### src/hdl/mrfp_pkg.sv
// ----------------------------------------------------------------------------
// mrfp_pkg
// Shared constants and types for the motor response frame parser.
// ----------------------------------------------------------------------------
package mrfp_pkg;

  localparam logic [7:0] TAIL_BYTE = 8'h6B;
  localparam logic [7:0] CODE_VEL  = 8'h35;
  localparam logic [7:0] CODE_POS  = 8'h36;
  localparam logic [7:0] CODE_PERR = 8'h37;
  localparam logic [7:0] CODE_FLAG = 8'h3A;
  localparam logic [7:0] CODE_HOME = 8'h3B;

  localparam logic [2:0] KIND_TAIL_ERR = 3'd0;
  localparam logic [2:0] KIND_VEL      = 3'd1;
  localparam logic [2:0] KIND_POS      = 3'd2;
  localparam logic [2:0] KIND_PERR     = 3'd3;
  localparam logic [2:0] KIND_FLAG     = 3'd4;
  localparam logic [2:0] KIND_HOME     = 3'd5;
  localparam logic [2:0] KIND_ACK      = 3'd6;
  localparam logic [2:0] KIND_UNK      = 3'd7;

  localparam logic [3:0] LEN_FLAG       = 4'd4;
  localparam logic [3:0] LEN_VEL        = 4'd5;
  localparam logic [3:0] LEN_POS        = 4'd7;
  localparam logic [3:0] BYTE_COUNT_MAX = 4'd8;
  localparam logic [3:0] MIN_BYTES_HELD = 4'd2;

  typedef struct packed {
    logic [2:0]  kind;
    logic        valid;
    logic [31:0] value;
    logic [4:0]  flags;
    logic [2:0]  rsv;
    logic        tail_ok;
    logic        odd;
  } class_t;

endpackage

### src/hdl/motor_response_frame_parser.sv
// ----------------------------------------------------------------------------
// motor_response_frame_parser
// Parses stepper-drive response frames byte by byte into decoded results.
// ----------------------------------------------------------------------------
// Input stream: one frame byte per beat in s_axis_tdata, s_axis_tlast on the
// final byte. s_axis_tuser high makes the beat a clear command that zeroes
// the five statistics counters; its data and last mark are ignored.
// Output stream: one beat at the end of every frame of three or more bytes,
// carrying address, kind, validity, payload and the counters after counting.
// Shorter frames and clear commands give no output beat.
// A frame's last byte is taken into the input register, and its result then
// goes into the result register.
// Throughput: one byte per cycle while the receiver does not stall.
// Reset clears the frame state, the counters and both valid registers.
// When the receiver stalls the result register holds; the input register
// still takes a byte, and s_axis_tready drops only once both are full.
// ----------------------------------------------------------------------------
module motor_response_frame_parser import mrfp_pkg::*; (
  input  logic         clk,
  input  logic         rst,
  input  logic         s_axis_tvalid,
  output logic         s_axis_tready,
  input  logic [7:0]   s_axis_tdata,   // data_byte
  input  logic         s_axis_tlast,
  input  logic         s_axis_tuser,   // cmd
  output logic         m_axis_tvalid,
  input  logic         m_axis_tready,
  // drive_addr[7:0], value[39:8], status_flags[44:40], reserved_bits[47:45],
  // total_count[79:48], tail_error_count[111:80], unknown_count[143:112],
  // valid_count[175:144], invalid_count[207:176]
  output logic [207:0] m_axis_tdata,
  output logic [3:0]   m_axis_tuser    // frame_kind[2:0], valid_res[3]
);

  logic        s1_valid;
  logic        s1_cmd;
  logic [7:0]  s1_byte;
  logic        s1_last;

  logic [3:0]  byte_count;
  logic [7:0]  addr_reg;
  logic [7:0]  func_reg;
  logic [31:0] payload_shift;

  logic [31:0] cnt_total, cnt_tail, cnt_unk, cnt_valid, cnt_invalid;

  logic        out_valid;
  logic [7:0]  out_addr;
  logic [2:0]  out_kind;
  logic        out_vres;
  logic [31:0] out_value;
  logic [4:0]  out_flags;
  logic [2:0]  out_rsv;

  logic        adv2;
  logic        proc;
  logic        emit;
  class_t      cls;

  assign adv2          = !out_valid || m_axis_tready;
  assign s_axis_tready = !s1_valid || adv2;
  assign proc          = s1_valid && adv2;
  assign emit          = !s1_cmd && s1_last && (byte_count >= MIN_BYTES_HELD);

  mrfp_classify u_classify (
    .fcode     (func_reg),
    .frame_len (byte_count + 4'd1),
    .tail      (s1_byte),
    .payload   (payload_shift),
    .res       (cls)
  );

  always_ff @(posedge clk) begin
    if (rst) begin
      s1_valid <= 1'b0;
    end else if (s_axis_tready) begin
      s1_valid <= s_axis_tvalid;
    end
    if (s_axis_tready && s_axis_tvalid) begin
      s1_cmd  <= s_axis_tuser;
      s1_byte <= s_axis_tdata;
      s1_last <= s_axis_tlast;
    end
  end

  always_ff @(posedge clk) begin
    if (rst) begin
      byte_count    <= '0;
      addr_reg      <= '0;
      func_reg      <= '0;
      payload_shift <= '0;
      cnt_total     <= '0;
      cnt_tail      <= '0;
      cnt_unk       <= '0;
      cnt_valid     <= '0;
      cnt_invalid   <= '0;
      out_valid     <= 1'b0;
    end else begin
      if (adv2) begin
        out_valid <= proc && emit;
      end
      if (proc) begin
        if (s1_cmd) begin
          cnt_total   <= '0;
          cnt_tail    <= '0;
          cnt_unk     <= '0;
          cnt_valid   <= '0;
          cnt_invalid <= '0;
        end else if (!s1_last) begin
          if (byte_count == 4'd0) begin
            addr_reg <= s1_byte;
          end else if (byte_count == 4'd1) begin
            func_reg <= s1_byte;
          end else begin
            payload_shift <= {payload_shift[23:0], s1_byte};
          end
          if (byte_count < BYTE_COUNT_MAX) begin
            byte_count <= byte_count + 4'd1;
          end
        end else begin
          if (emit) begin
            cnt_total   <= cnt_total + 32'd1;
            cnt_tail    <= cnt_tail + {31'd0, !cls.tail_ok};
            cnt_unk     <= cnt_unk + {31'd0, cls.odd};
            cnt_valid   <= cnt_valid + {31'd0, cls.tail_ok && cls.valid};
            cnt_invalid <= cnt_invalid + {31'd0, cls.tail_ok && !cls.valid};
          end
          byte_count    <= '0;
          addr_reg      <= '0;
          func_reg      <= '0;
          payload_shift <= '0;
        end
      end
    end
  end

  always_ff @(posedge clk) begin
    if (proc && emit) begin
      out_addr  <= addr_reg;
      out_kind  <= cls.kind;
      out_vres  <= cls.valid;
      out_value <= cls.value;
      out_flags <= cls.flags;
      out_rsv   <= cls.rsv;
    end
  end

  assign m_axis_tvalid = out_valid;
  assign m_axis_tuser  = {out_vres, out_kind};
  assign m_axis_tdata  = {cnt_invalid, cnt_valid, cnt_unk, cnt_tail, cnt_total,
                          out_rsv, out_flags, out_value, out_addr};

  a_count_sat: assert property (@(posedge clk) disable iff (rst)
    byte_count <= BYTE_COUNT_MAX)
    else $error("byte count beyond saturation");

  a_tail_invalid: assert property (@(posedge clk) disable iff (rst)
    out_valid && (out_kind == KIND_TAIL_ERR) |-> !out_vres && (out_value == 32'd0))
    else $error("tail error result carries data");

  a_odd_invalid: assert property (@(posedge clk) disable iff (rst)
    out_valid && (out_kind == KIND_HOME || out_kind == KIND_UNK) |-> !out_vres)
    else $error("homing or unknown frame marked valid");

  a_clear: assert property (@(posedge clk) disable iff (rst)
    proc && s1_cmd |=> (cnt_total == 32'd0) && (cnt_valid == 32'd0)
                       && (cnt_invalid == 32'd0))
    else $error("counters not cleared");

  a_frame_reset: assert property (@(posedge clk) disable iff (rst)
    proc && !s1_cmd && s1_last |=> (byte_count == 4'd0))
    else $error("frame state kept after last byte");

endmodule

### src/hdl/mrfp_classify.sv
// ----------------------------------------------------------------------------
// mrfp_classify
// Tail check, function code decode and payload extraction for one frame.
// ----------------------------------------------------------------------------
module mrfp_classify import mrfp_pkg::*; (
  input  logic [7:0]  fcode,
  input  logic [3:0]  frame_len,
  input  logic [7:0]  tail,
  input  logic [31:0] payload,
  output class_t      res
);

  always_comb begin
    res         = '0;
    res.kind    = KIND_TAIL_ERR;
    res.tail_ok = (tail == TAIL_BYTE);
    if (res.tail_ok) begin
      case (fcode)
        CODE_VEL: begin
          res.kind = KIND_VEL;
          if (frame_len == LEN_VEL) begin
            res.value = {{16{payload[15]}}, payload[15:0]};
            res.valid = 1'b1;
          end
        end
        CODE_POS: begin
          res.kind = KIND_POS;
          if (frame_len == LEN_POS) begin
            res.value = payload;
            res.valid = 1'b1;
          end
        end
        CODE_PERR: begin
          res.kind = KIND_PERR;
          if (frame_len == LEN_POS) begin
            res.value = payload;
            res.valid = 1'b1;
          end
        end
        CODE_FLAG: begin
          res.kind = KIND_FLAG;
          if (frame_len == LEN_FLAG) begin
            res.flags = payload[4:0];
            res.rsv   = payload[7:5];
            res.valid = 1'b1;
          end
        end
        CODE_HOME: begin
          res.kind = KIND_HOME;
          res.odd  = 1'b1;
        end
        default: begin
          if (frame_len == LEN_FLAG) begin
            res.kind  = KIND_ACK;
            res.valid = 1'b1;
          end else begin
            res.kind = KIND_UNK;
            res.odd  = 1'b1;
          end
        end
      endcase
    end
  end

endmodule
### config.mk
export PLATFORM = sky130hd
export DESIGN_NAME = motor_response_frame_parser
export DESIGN_NICKNAME = d
export VERILOG_FILES = /design/src/hdl/mrfp_pkg.sv /design/src/hdl/motor_response_frame_parser.sv /design/src/hdl/mrfp_classify.sv
export SDC_FILE = /design/constraint.sdc
export NUM_CORES = 1
export LEC_CHECK = 0
export BUFFER_PORTS_ARGS = -buffer_cell sky130_fd_sc_hd__buf_2
export CAP_MARGIN = 0
export CORE_ASPECT_RATIO = 2
export CORE_MARGIN = 3
export CORE_UTILIZATION = 30
export CTS_BUF_LIST = sky130_fd_sc_hd__clkbuf_16
export DETAILED_ROUTE_END_ITERATION = 16
export GPL_TIMING_DRIVEN = 0
export PLACE_DENSITY_LB_ADDON = 0.05
export SYNTH_ARGS = -nofsm -noshare
export SYNTH_HDL_FRONTEND = slang
export SYNTH_HIERARCHICAL = 1
export SYNTH_SLANG_ARGS = --single-unit
### constraint.sdc
create_clock -name clk -period 6.1 [get_ports clk]
set_clock_uncertainty 0.15 [all_clocks]
set_input_delay 0 -clock clk [delete_from_list [all_inputs] [get_ports clk]]
set_output_delay 0 -clock clk [all_outputs]
set_load 0.02 [all_outputs]
* Word-level counts from Yosys, hierarchy flattened
Index checks and enable logic that the tools add are counted.
** Word-level totals
- Input bits :: 14
- Word-level logic and storage cells :: 107
- Bits in registers :: 276
** Cells by class
- Bitwise logic cells :: 1
- $add $sub $neg :: 6
- Reduce and logical (&&, ||, !) cells :: 28
- Order comparisons :: 2
- Mux-type cells :: 38
- Equal/unequal tests :: 12
** Operators by type and width (number)
- $mux 32 :: 18
- $add 32x1->32 :: 4
- $mux 33 :: 2
- $pmux 32 s2 :: 1
- $mux 8 :: 7
- $mux 41 :: 1
- $eq 8x6->1 const B :: 5
- $add 32x1->32 const B :: 1
- $pmux 3 s5 :: 1
- $eq 4x3->1 const B :: 3
- $reduce_and 3->1 :: 4
- $reduce_bool 2->1 :: 5
- $eq 8x7->1 const B :: 1
- $mux 4 :: 2
- $reduce_and 4->1 :: 2
- $logic_and 1x1->1 :: 7
- $logic_not 1->1 :: 5
- $add 4x1->4 const B :: 1
- $eq 4x1->1 const B :: 1
- $ge 4x2->1 const B :: 1
- $logic_not 4->1 :: 1
- $lt 4x4->1 const B :: 1
- $mux 1 :: 4
- $ne 2x2->1 const B :: 2
- other kinds (6) :: 7

* Longest topological paths before layout
- Word-level depth :: 11
- Mapped depth :: 16

* Hierarchy
The synthesis kept the hierarchy.
** Modules (own cells, without submodules)
- motor_response_frame_parser :: times used 1, cells each 1189, area each 11811.3 µm²
- mrfp_classify :: times used 1, cells each 107, area each 690.7 µm²

* Worst setup path before layout
OpenSTA, ideal clock, no wires.
- Path kind :: register to register
- Start :: reg byte_count[0]
- End :: reg cnt_invalid[0]
- Period minus slack after synthesis :: 4.309 ns
- Data required time :: 5.874 ns
- Cell stages (with the launch flop) :: 10
- Setup slack :: 1.791 ns
- Library setup time :: 0.076 ns
- Data arrival time :: 4.084 ns
- Path through :: dfxtp_1 inv_1 ha_1 or4_4 nand4_1 buf_2 buf_2 nor2_1 a22oi_1 nor2_1
** Between the ends
- Longest elaborated chain between the ends :: 11
- Elaborated cells between the ends (all ways) :: 19
- Classes of those cells :: 2 x add/sub; 1 x order compare; 3 x eq/ne; 8 x mux; 5 x reduce/logical
** RTL lines
- start, declared :: RTL line motor_response_frame_parser.sv:40 : logic [3:0] byte_count;
- start signal, assigned :: RTL line motor_response_frame_parser.sv:118 : byte_count <= byte_count + 4'd1;
- $add 4x1->4 :: RTL line motor_response_frame_parser.sv:67 : .frame_len (byte_count + 4'd1),
- $eq 4x3->1, on equally long branches
- $mux 1, or another cell as far along :: RTL line mrfp_classify.sv:42, mrfp_classify.sv:53
- $pmux 1 s3 :: RTL line mrfp_classify.sv:18 : case (fcode)
- $mux 41 :: RTL line mrfp_classify.sv:17 : if (res.tail_ok) begin
- $logic_not 1->1 :: RTL line motor_response_frame_parser.sv:126 : cnt_invalid <= cnt_invalid + {31'd0, cls.tail_ok && !cls.valid};
- $logic_and 1x1->1 :: RTL line motor_response_frame_parser.sv:126
- $add 32x1->32 :: RTL line motor_response_frame_parser.sv:126
- $mux 32 :: RTL line motor_response_frame_parser.sv:121 : if (emit) begin
- $mux 32 :: RTL line motor_response_frame_parser.sv:109 : end else if (!s1_last) begin
- $mux 32 :: RTL line motor_response_frame_parser.sv:103 : if (s1_cmd) begin
- end signal, assigned :: RTL line motor_response_frame_parser.sv:126
- end, declared :: RTL line motor_response_frame_parser.sv:45 : logic [31:0] cnt_total, cnt_tail, cnt_unk, cnt_valid, cnt_invalid;
Parallel ways exist; a longest one is shown, timed or not. The select of a mux whose other input is x is not followed.
A chain may end at the register's enable or synchronous reset.

==> flow_summary.toml <==
[status]
status = "finished clean"

[cts]
htreeDepth = 1
postCtsSetupBuffers = 0
cts_root_buffer = "clkbuf_16"
cts_inserted_buffers = 28
clock_path_buffers = 3
clk_latency_ns = 0.56
clk_pin_slew_ns = 0.07
clkSinkCount = 276
cts_tree = "done"

[pwr]
switching_share = 0.2259
clockPowerShare = 0.483
internal_power_uw = 2969
worst_ir_drop_vdd_uv = 190.3
power_density_nw_per_um2 = 246.4
switchingPower_uw = 866.2
leakage_uw = 0.005855
p_seq_frac = 0.488
combPwrFrac = 0.028

[die]
core_area_um2 = 41120
die_x_um = 150.4
start_util = 0.3040
die-area_um2 = 44310
rows = 105
die_h_um = 294.7
ioPinCount = 228

[worst_setup_path]
crit_type = "reg2reg"
cp-end-kind = "register"
rr_worst_depth = 15
required_ns = 6.43
crit_path_max_fanout = 10
critPathArrivalTime_ns = 4.82
setup.worst_path.start_class = "register"
rr_startpoint = "byte_count[0]$_SDFFE_PP0P_"
r2r_end = "cnt_invalid[30]$_SDFFE_PP0P_"
ff2ff_setup_slack_ns = 1.60

[sta]
slew_headroom = 0.3444
tightestPinTransition_ns = 0.9834
hold_viol_final = 0
period_minus_slack_ns = 4.496
timing.final.crit_share = 0.7370
maxSlewViolCount = 0
clock.fmax_mhz = 222.4
setup_viol = 0
rsz0062_at_grt = "false"

[yosys]
seq_area_frac_synth = 0.4916
synth_area_um2 = 12500
yosysWarnings = 6
yosys_most_used_dff = "dfxtp_1"
yosys.area.top_type_share = 0.3427
avgSynthCellArea_um2 = 9.647
synth_commonest_cells = "214 x dfxtp_1, 168 x nor2_1, 69 x a21oi_1, 64 x nand2_1, 62 x edfxtp_1"
synth_most_common_cell = "dfxtp_1"
synthCells = 1296
synth_nets = 1323
ys_ff_latch = 276
synth_top_cells_by_area = "dfxtp_1 34%, edfxtp_1 15%, nor2_1 5.0%"
synth_top_cell_by_area = "dfxtp_1"
async_flop_share = 0
synth_edf_count = 62
synth_cell_types = 65

[place]
hpwl_um = 35500
gp_congestion = 0.7998
place.port_buffers = 226
dp.cells = 2061

[drt]
drc = 0
wl_per_cell_um = 21.59
ant_nets = 0
drtIter0Drc = 417
firstDrtPassIters = 5
vias = 11060
routed_via_density = 5.180
wl_um = 46090

[hold_path]
worstHoldPathCells = 2
hold_class = "in2reg"
worstHoldStart = "s_axis_tuser"
hold-path-endpoint = "s1_cmd$_DFFE_PP_"

[global_routing]
grt_first_pass_wirelength_um = 69790
antenna_found_initial = 0
use_met1 = 0.1999
grt_max_degree = 32
first_global_vias = 11340
grt_util_met2 = 0.4199
grt_util_met3 = 0.03754
gr-max-usage-layer = "met2"
grt_usage = 0.2049
grt-ovfl-total = 0

[layout]
layout-drive-gt1-share = 0.2094
diodes = 0
fill_cells = 4297
layout.nets = 1605
synthToLayoutAreaGrowth_pct = 24.52
fin_cells = 2135
fin_util = 0.3786

[flow_run]
drv_cap = 0
[worst max-delay path, cell delays in order (launching register included)]
cell and delay [ns]:
dfxtp_1 0.43, inv_1 0.14, ha_1 0.32, buf_2 0.25
or2_1 0.19, a211oi_2 0.16, clkbuf_2 0.24, a41o_1 0.27
nor2_1 0.23, ha_1 0.40, nand3_1 0.13, nor4_2 0.36
o21ai_1 0.21, clkbuf_1 0.26, or4_1 0.53, a21oi_1 0.14
[worst max path at each step]
| stage | slack [ns] | from | depth (start not counted) | end |
|---|---|---|---|---|
| after global placement | -0.68 | byte_count[0]$_SDFFE_PP0P_ | 9 | cnt_unk[1]$_SDFFE_PP0P_ |
| final | 1.60 | byte_count[0]$_SDFFE_PP0P_ | 15 | cnt_invalid[30]$_SDFFE_PP0P_ |
| after detailed placement | 1.48 | byte_count[0]$_SDFFE_PP0P_ | 15 | cnt_invalid[30]$_SDFFE_PP0P_ |
| after floorplan | 1.79 | byte_count[0]$_SDFFE_PP0P_ | 9 | cnt_invalid[0]$_SDFFE_PP0P_ |
| after global routing | 1.24 | byte_count[0]$_SDFFE_PP0P_ | 15 | cnt_invalid[30]$_SDFFE_PP0P_ |
| after CTS | 1.45 | byte_count[0]$_SDFFE_PP0P_ | 15 | cnt_invalid[30]$_SDFFE_PP0P_ |
[cell type report]
type	instances	area (um2)	area share
Sequential cell	276	6146	0.3948
Multi-Input combinational cell	906	5853	0.3760
Timing Repair Buffer	252	1419	0.09114
Clock buffer	29	725.7	0.04662
Tap cell	535	669.4	0.04300
Buffer	83	395.4	0.02540
Clock inverter	23	242.7	0.01559
Inverter	31	116.4	0.007475
[power by group through the flow]
stage	registers (uW)	clock network [uW]	logic, uW
6_report	1870	1850	108
5_1_grt	1870	1980	118
4_1_cts	1870	1920	111
3_5_place_dp	1910	0	100
3_3_place_gp	1910	0	100
2_1_floorplan	1910	0	54.3
[repair_timing]
action                    in CTS  in global routing
hold buffers                  22                  0
resized for setup              0                  0
hold endpoints to repair      23                  0
[cells in the final DEF (no fill, tap or decap), types with 6 or more instances in the layout]
| cell type | n |
|---|---|
| and4_1 | 21 |
| buf_2 | 240 |
| dlygate4sd3_1 | 22 |
| nand4_1 | 28 |
| nor4_1 | 6 |
| a21oi_2 | 10 |
| nand3b_1 | 6 |
| nor2b_1 | 11 |
| xnor2_1 | 57 |
| or3_1 | 30 |
| nor2_1 | 167 |
| nand2_1 | 64 |
| clkbuf_1 | 53 |
| mux2i_1 | 28 |
| nor3_1 | 10 |
| a22oi_1 | 40 |
| and2_1 | 31 |
| edfxtp_1 | 62 |
| dfxtp_1 | 214 |
| nand2b_1 | 6 |
| clkbuf_16 | 29 |
| o21ai_0 | 25 |
| buf_6 | 7 |
| o211ai_1 | 11 |
| a2111oi_0 | 23 |
| inv_1 | 32 |
| xor2_1 | 35 |
| a21oi_1 | 69 |
| clkinv_2 | 8 |
| o2111ai_1 | 20 |
| and3_1 | 10 |
| nand3_1 | 60 |
| o31ai_1 | 26 |
| or4_1 | 26 |
| ha_1 | 13 |
| a211oi_1 | 24 |
[through the flow]
step | total power (uW) | setup TNS, ns | setup WS, ns | cell area, um2 | hold slack, ns
floorplan | 1965 | 0 | 1.791 | 12500 | -0.05113
global placement | 2014 | -29.49 | -0.6761 | 14300 | 0.02803
detailed placement | 2015 | 0 | 1.481 | 14380 | 0.02958
CTS | 3902 | 0 | 1.453 | 15570 | 0.002993
global route | 3974 | 0 | 1.242 | 15570 | 0.02807
finish | 3835 | 0 | 1.604 | 15570 | 0.02229
[cells by family after synthesis]
kind of cell,synth area share
flops,0.4916
fa+ha+maj,0.01301
mux,0.02242
buf+inv,0.04093
compound gates,0.1568
simple gates,0.2108
xor+xnor,0.06445
[metal layers]
| layer | up-vias | share of wire |
|---|---|---|
| li1 | 5326 | - |
| met1 | 5426 | 0.34 |
| met2 | 245 | 0.58 |
| met3 | 63 | 0.051 |
| met4 | 0 | 0.028 |
| met5 | - | 0 |
(Power assumes the default switching activity.)
